File: src/sv/assert_macros.svh
// Assertion macros shared by the checker RTL.
// No dependencies; taken in by `include where assertions are written.
`ifndef ASSERT_MACROS_SVH
`define ASSERT_MACROS_SVH

// Same-cycle implication, sampled on clk, masked during reset.
`define ASSERT_NOW(label, ante, cons, msg) \
    label: assert property (@(posedge clk) disable iff (!rst_n) (ante) |-> (cons)) \
        else $error(msg);

// Next-cycle implication, sampled on clk, masked during reset.
`define ASSERT_NEXT(label, ante, cons, msg) \
    label: assert property (@(posedge clk) disable iff (!rst_n) (ante) |=> (cons)) \
        else $error(msg);

`endif

File: src/sv/bcfc_pkg.sv
// Package for the block CRC-32 frame checker: request types, codes, constants, CRC step.
// No dependencies.
package bcfc_pkg;

    localparam int LENGTH_BITS_DEF = 24;
    localparam int LEN_W           = 24;
    localparam int CFG_IDX_W       = 2;

    localparam logic [CFG_IDX_W-1:0] CFG_INFO_LEN = 2'd0;
    localparam logic [CFG_IDX_W-1:0] CFG_DATA_LEN = 2'd1;

    localparam logic [LEN_W-1:0] INFO_LEN_RST = 24'd4096;
    localparam logic [LEN_W-1:0] DATA_LEN_RST = 24'd4194304;

    localparam logic [1:0] STATUS_MATCH    = 2'd0;
    localparam logic [1:0] STATUS_MISMATCH = 2'd1;
    localparam logic [1:0] STATUS_SHORT    = 2'd2;

    localparam logic KIND_INFO = 1'b0;
    localparam logic KIND_DATA = 1'b1;

    localparam logic [31:0] CRC_POLY = 32'hEDB88320;
    localparam logic [31:0] CRC_ONES = 32'hFFFFFFFF;

    typedef struct packed {
        logic [7:0] data_byte;
        logic       end_of_image;
    } in_item_t;

    typedef struct packed {
        logic             block_kind;
        logic [LEN_W-1:0] block_bytes;
        logic [31:0]      computed_crc;
        logic [31:0]      stored_crc;
        logic [1:0]       check_status;
        logic             final_block;
    } out_item_t;

    // Reflected CRC-32, one byte.
    function automatic logic [31:0] crc_byte(input logic [31:0] c_in, input logic [7:0] b);
        logic [31:0] c;
        c = c_in ^ {24'd0, b};
        for (int i = 0; i < 8; i++)
        begin
            c = c[0] ? ((c >> 1) ^ CRC_POLY) : (c >> 1);
        end
        return c;
    endfunction

endpackage

File: src/sv/bcfc_tracker.sv
// Per-block state: CRC register, four-byte delay line, byte counter and block phase.
// Depends on bcfc_pkg. Works out the result of the offered request combinationally.
module bcfc_tracker #(
    parameter int LENGTH_BITS = bcfc_pkg::LENGTH_BITS_DEF
) (
    input  logic                       clk,
    input  logic                       rst_n,
    input  logic                       take,
    input  bcfc_pkg::in_item_t         item,
    input  logic [bcfc_pkg::LEN_W-1:0] info_len,
    input  logic [bcfc_pkg::LEN_W-1:0] data_len,
    output logic                       close,
    output bcfc_pkg::out_item_t        result
);

    localparam logic [LENGTH_BITS-1:0] CNT_MAX = '1;

    logic [31:0]            crc_reg, crc_next;
    logic [31:0]            tail_reg, tail_next;
    logic [2:0]             fill_reg, fill_next;
    logic [LENGTH_BITS-1:0] count_reg, count_next;
    logic                   phase_reg;

    logic [32:0] cnt_ext;
    logic [32:0] target_raw;
    logic [32:0] target_sat;
    logic [32:0] max_ext;
    logic [31:0] comp_crc;
    logic        is_short;

    always_comb
    begin
        crc_next   = fill_reg[2] ? bcfc_pkg::crc_byte(crc_reg, tail_reg[7:0]) : crc_reg;
        fill_next  = fill_reg[2] ? fill_reg : fill_reg + 3'd1;
        tail_next  = {item.data_byte, tail_reg[31:8]};
        count_next = (count_reg != CNT_MAX) ? count_reg + LENGTH_BITS'(1) : count_reg;

        cnt_ext    = 33'(count_next);
        max_ext    = 33'(CNT_MAX);
        target_raw = 33'(phase_reg ? data_len : info_len) + 33'd4;
        target_sat = (target_raw > max_ext) ? max_ext : target_raw;
        close      = item.end_of_image || (cnt_ext >= target_sat);

        comp_crc = crc_next ^ bcfc_pkg::CRC_ONES;
        is_short = cnt_ext < 33'd5;

        result.block_kind  = phase_reg;
        result.block_bytes = cnt_ext[bcfc_pkg::LEN_W-1:0];
        result.final_block = item.end_of_image;
        if (is_short)
        begin
            result.computed_crc = 32'd0;
            result.stored_crc   = 32'd0;
            result.check_status = bcfc_pkg::STATUS_SHORT;
        end
        else
        begin
            result.computed_crc = comp_crc;
            result.stored_crc   = tail_next;
            result.check_status = (comp_crc == tail_next) ? bcfc_pkg::STATUS_MATCH
                                                          : bcfc_pkg::STATUS_MISMATCH;
        end
    end

    always_ff @(posedge clk or negedge rst_n)
    begin
        if (!rst_n)
        begin
            crc_reg   <= bcfc_pkg::CRC_ONES;
            tail_reg  <= 32'd0;
            fill_reg  <= 3'd0;
            count_reg <= '0;
            phase_reg <= bcfc_pkg::KIND_INFO;
        end
        else if (take)
        begin
            if (close)
            begin
                crc_reg   <= bcfc_pkg::CRC_ONES;
                tail_reg  <= 32'd0;
                fill_reg  <= 3'd0;
                count_reg <= '0;
                phase_reg <= item.end_of_image ? bcfc_pkg::KIND_INFO : bcfc_pkg::KIND_DATA;
            end
            else
            begin
                crc_reg   <= crc_next;
                tail_reg  <= tail_next;
                fill_reg  <= fill_next;
                count_reg <= count_next;
            end
        end
    end

endmodule

File: src/sv/block_crc32_frame_checker_unit.sv
// Block CRC-32 frame checker, top level: config registers, result register, handshake.
// Depends on bcfc_pkg, bcfc_tracker and assert_macros.svh.
//
// Usage:
//   in_valid/in_stall/in_data carry the image, one byte per request, with
//   end_of_image on the last byte. out_valid/out_stall/out_data carry one
//   report per closed block (kind, length, computed and stored CRC, status).
//   cfg_write/cfg_index/cfg_data set the info and data payload lengths; write
//   only while the block is idle.
//   A block's report is registered and appears in the cycle after its last
//   byte is accepted. Throughput: one byte per cycle while in_stall is low;
//   the byte CRC update, counter compare and delay line sit combinationally
//   ahead of the result register. in_stall is raised only while a report is
//   held and out_stall is high; while the receiver stalls the held report
//   does not change and no byte is taken. Reset clears the CRC, delay line,
//   counter and phase (next byte starts an info block), drops any held
//   report and restores the lengths to 4096 and 4194304. end_of_image
//   returns the block to that same starting point after its report.
module block_crc32_frame_checker_unit #(
    parameter int LENGTH_BITS = bcfc_pkg::LENGTH_BITS_DEF
) (
    input  logic                           clk,
    input  logic                           rst_n,
    input  logic                           in_valid,
    output logic                           in_stall,
    input  bcfc_pkg::in_item_t             in_data,
    output logic                           out_valid,
    input  logic                           out_stall,
    output bcfc_pkg::out_item_t            out_data,
    input  logic                           cfg_write,
    input  logic [bcfc_pkg::CFG_IDX_W-1:0] cfg_index,
    input  logic [bcfc_pkg::LEN_W-1:0]     cfg_data
);

`include "assert_macros.svh"

    logic [bcfc_pkg::LEN_W-1:0] info_len_reg;
    logic [bcfc_pkg::LEN_W-1:0] data_len_reg;
    logic                       out_valid_reg, out_valid_next;
    bcfc_pkg::out_item_t        out_data_reg;
    bcfc_pkg::out_item_t        result;
    logic                       close;
    logic                       take;

    assign in_stall = out_valid_reg & out_stall;
    assign take     = in_valid & ~in_stall;

    bcfc_tracker #(
        .LENGTH_BITS (LENGTH_BITS)
    ) u_tracker (
        .clk      (clk),
        .rst_n    (rst_n),
        .take     (take),
        .item     (in_data),
        .info_len (info_len_reg),
        .data_len (data_len_reg),
        .close    (close),
        .result   (result)
    );

    always_ff @(posedge clk or negedge rst_n)
    begin
        if (!rst_n)
        begin
            info_len_reg <= bcfc_pkg::INFO_LEN_RST;
            data_len_reg <= bcfc_pkg::DATA_LEN_RST;
        end
        else if (cfg_write)
        begin
            if (cfg_index == bcfc_pkg::CFG_INFO_LEN)
            begin
                info_len_reg <= cfg_data;
            end
            else if (cfg_index == bcfc_pkg::CFG_DATA_LEN)
            begin
                data_len_reg <= cfg_data;
            end
        end
    end

    always_comb
    begin
        if (take && close)
        begin
            out_valid_next = 1'b1;
        end
        else if (!out_stall)
        begin
            out_valid_next = 1'b0;
        end
        else
        begin
            out_valid_next = out_valid_reg;
        end
    end

    always_ff @(posedge clk or negedge rst_n)
    begin
        if (!rst_n)
        begin
            out_valid_reg <= 1'b0;
        end
        else
        begin
            out_valid_reg <= out_valid_next;
        end
    end

    always_ff @(posedge clk)
    begin
        if (take && close)
        begin
            out_data_reg <= result;
        end
    end

    assign out_valid = out_valid_reg;
    assign out_data  = out_data_reg;

    `ASSERT_NEXT(a_report_drains, out_valid && !out_stall && !take, !out_valid, "report not retired after delivery")
    `ASSERT_NOW(a_short_zero, out_valid && out_data.check_status == bcfc_pkg::STATUS_SHORT, out_data.computed_crc == 32'd0 && out_data.stored_crc == 32'd0, "short block carries CRC data")
    `ASSERT_NOW(a_status_crc, out_valid && out_data.check_status != bcfc_pkg::STATUS_SHORT, (out_data.check_status == bcfc_pkg::STATUS_MATCH) == (out_data.computed_crc == out_data.stored_crc), "status disagrees with CRC compare")

endmodule

File: config.mk
export PLATFORM = sky130hd
export DESIGN_NAME = block_crc32_frame_checker_unit
export DESIGN_NICKNAME = d
export VERILOG_FILES = /design/src/sv/bcfc_pkg.sv /design/src/sv/bcfc_tracker.sv /design/src/sv/block_crc32_frame_checker_unit.sv
export VERILOG_INCLUDE_DIRS = /design/src /design/src/sv
export SDC_FILE = /design/constraint.sdc
export NUM_CORES = 1
export LEC_CHECK = 0
export BUFFER_PORTS_ARGS = -buffer_cell sky130_fd_sc_hd__buf_2
export CAP_MARGIN = 10
export CORE_UTILIZATION = 44
export CTS_CLUSTER_SIZE = 10
export DETAILED_ROUTE_END_ITERATION = 10
export PLACE_DENSITY_LB_ADDON = 0.05
export RECOVER_POWER = 100
export SLEW_MARGIN = 20
export SYNTH_ARGS = -nofsm -noshare
export SYNTH_HDL_FRONTEND = slang
export SYNTH_SLANG_ARGS = --single-unit
File: constraint.sdc
create_clock -name clk -period 29.2 [get_ports clk]
set_input_delay 2.92 -clock clk [delete_from_list [all_inputs] [get_ports clk]]
set_output_delay 2.92 -clock clk [all_outputs]
set_load 0.02 [all_outputs]
==> metrics.md <==
| Metric | Value |
|---|---|
| Status | `finished with violations` |
| Failing checks | `capacitance limit, slew limit` |
| Register area share after synthesis | `51.3%` |
| Layout Nets | `1295` |
| WL met2 | `15900 um` |
| Setup-failing EPs final | `0` |
| Final hold vios | `0` |
| Full die area | `0.0287 mm2` |
| Worst hold path class | `flip-flop to flip-flop` |
| Clock Path Buffers | `3` |
| Area of the core | `0.0273 mm2` |
| Placed wire-length estimate | `22700 um` |
| Post-Place Cells | `1569` |
| Initial DRC count | `668` |
| Routed WL | `32800 um` |
| Post-synth EDFFs | `92` |
| Slew @ Worst Pin | `4.94 ns` |
| Yosys warns | `0` |
| Top_reg_cell synth | `dfrtp_1` |
| H-tree depth | `1` |
| WL/cell | `20.2 um` |
| Clk_lat worst skew | `0.55 ns` |
| Slew HR | `-229%` |
| Critical Path AT | `11.62 ns` |
| Layout Cells excl Fill | `1621` |
| WL met3 | `1680 um` |
| Die H | `169 um` |
| TritonRoute pass-1 iters | `5` |
| Async set-reset flop share out of synthesis | `60.5%` |
| Setup CP Type | `flip-flop to flip-flop` |
| Number of clock buffers inserted by TritonCTS | `28` |
| CTS sink cnt | `233` |
| Crit path time final | `11.55 ns` |
| Fmax | `86.5 MHz` |
| Pwr/cell area | `73.1 mW/mm2` |
| Post-CTS setup buffers | `0` |
| Clock-pin slew on the worst setup and hold paths | `0.06 ns` |
| First-pass GRT wire length | `51500 um` |
| Initial core utilization | `45.3%` |
| Clock Tree Root | `clkbuf_16` |
| Synth Cell Area | `0.0123 mm2` |
| Peak VDD IR | `0.0458 mV` |
| I/O pin count | `134` |
| Slew Limit Fails | `418` |
| RSZ-0062 raised after global routing | `no` |
| Crit start category | `flip-flop` |
| Leakage | `5.34 nW` |
| Worst EP required | `29.26 ns` |
| Hold-fix buffers at CTS | `0` |
| Top Metal Used | `met4` |
| Syn nets | `1179` |
| TritonCTS clock tree | `yes` |
| Synthesized area per cell | `11.1 um2` |
| Final clock period utilization by the worst path | `39.6%` |
| Syn Inst Count | `1111` |
| Setup tns final | `0 ns` |
| Row cnt | `60` |
| Gr usage total | `23.4%` |
| Layout area overhead | `12.9%` |
| CP Capture Type | `flip-flop` |
| Die W | `169 um` |
| Vias per cell | `5.49` |
| Critical Path Fanout Max | `68` |
| Max_cap viols | `9` |
| Largest net degree at the start of global routing | `88` |
| Overflow after GRT | `0` |
| Layout cell share with drive strength beyond 1 | `14.2%` |
| ANT cells | `0` |
| Yosys reg bits | `233` |
| Post-CTS sizing | `0` |
| Wl on met1 | `14200 um` |
| Final clock skew | `0.0162 ns` |
| Initial antenna violation count | `0` |
| Synth cell types | `60` |
| Routed Antenna Nets | `0` |
| Drt drc | `0` |
| Largest register FFs | `92` |
| Number of global-route vias before repair | `8799` |
| Placer congestion estimate | `0.891` |
| Via Count | `8898` |
| Port buffer count | `133` |
[critical path, cell delays in order (launching register included)]
cell	delay (ns)
dfrtp_2	0.33
clkbuf_1	1.69
mux2i_1	0.33
inv_1	0.18
ha_1	0.20
nand2_1	0.10
nor4_1	0.83
nand2_1	0.25
nor2_1	0.52
clkbuf_1	0.48
nor2_1	0.11
ha_1	0.32
nand4_1	0.12
nand2b_1	0.17
nor4_1	0.25
a2111oi_0	0.17
o31a_1	0.50
nor2_1	1.66
clkbuf_1	2.76
[final cells by class]
type                    instances  area (um2)
inverters                      16        60.1
clock inverters                 2        25.0
fillers                      2554       13300
well taps                     372         465
clock buffers                  50         793
flip-flops and latches        233        6330
multi-input cells             803        5650
repair buffers                145         603
[through the flow]
step	power (mW)	worst slack, ns	area (um2)	hold slack [ns]	utilization (%)
floorplan	0.624	19.56	12300	0.470	-
CTS	1.03	21.93	14200	0.502	52.0
detailed placement	0.710	21.94	13400	0.489	49.0
global placement	0.709	22.17	13400	0.480	49.0
global route	1.07	16.44	13900	0.515	51.1
finish	1.02	17.65	13900	0.503	51.1
[layer usage]
| metal | track usage, % | vias up |
|---|---|---|
| met3 | 3.47 | 54 |
| met5 | 0 | - |
| met4 | 6.93 | 0 |
| met1 | 31.0 | 4391 |
| met2 | 39.6 | 258 |
| li1 | - | 4195 |
[worst paths after layout]
| kind | startpoint | to | slack, ns | cells after the start |
|---|---|---|---|---|
| worst min register to register | u_tracker.tail_reg[3] | u_tracker.tail_reg[3] | 0.50 | 2 |
| worst min-delay path | u_tracker.tail_reg[3] | u_tracker.tail_reg[3] | 0.50 | 2 |
| worst max-delay path | u_tracker.phase_reg | out_data[91] | 17.65 | 18 |
| worst max register to register | u_tracker.phase_reg | out_data[91] | 17.65 | 18 |
| max in group asynchronous | rst_n | u_tracker.tail_reg[29] | 20.69 | 2 |
| min in group asynchronous | rst_n | data_len_reg[8] | 4.13 | 1 |
[cells by family after synthesis]
family / share of synthesized area (%)
mux: 7.69
simple gates: 13.7
xor+xnor: 10.3
fa+ha+maj: 2.84
compound gates: 11.6
flops: 51.3
buf+inv: 2.53
[report_power, final]
| part | switching [mW] | internal, mW |
|---|---|---|
| combinational | 0.171 | 0.116 |
| clock | 0.134 | 0.182 |
| sequential | 0.0330 | 0.382 |
[cell usage after synthesis, types with 8 or more instances]
cell type	n	area (um2)
nor3_1	9	45.0
dfrtp_1	107	2680
buf_2	9	45.0
a22o_1	9	78.8
and3_1	11	68.8
dfstp_2	34	893
mux2i_1	25	250
inv_1	15	56.3
mux2_2	60	676
and2_1	8	50.1
clkbuf_1	41	154
xor2_1	38	333
nor2b_1	59	369
o22a_1	22	193
a21o_1	12	90.1
a21oi_1	35	175
nand4_1	9	56.3
ha_1	28	350
a2bb2oi_1	8	70.1
nand2_1	115	432
edfxtp_1	92	2760
xnor2_1	90	788
o31ai_1	11	82.6
nor2_1	84	315
nand3_1	19	95.1
o21ai_0	47	235
a211oi_1	9	67.6
[cells in the final DEF (no fill, tap or decap), types with 22 or more instances in the layout]
master     count
nor2b_1       59
mux2_2        59
clkbuf_1     127
o22a_1        22
a21oi_1       34
buf_2         35
dfrtp_1      106
ha_1          28
nand2_1      114
dfstp_2       34
clkbuf_16     28
nor2_1        84
xnor2_1       91
mux2i_1       25
edfxtp_1      92
o21ai_0       47
xor2_1        38
(Power assumes the default switching activity.)
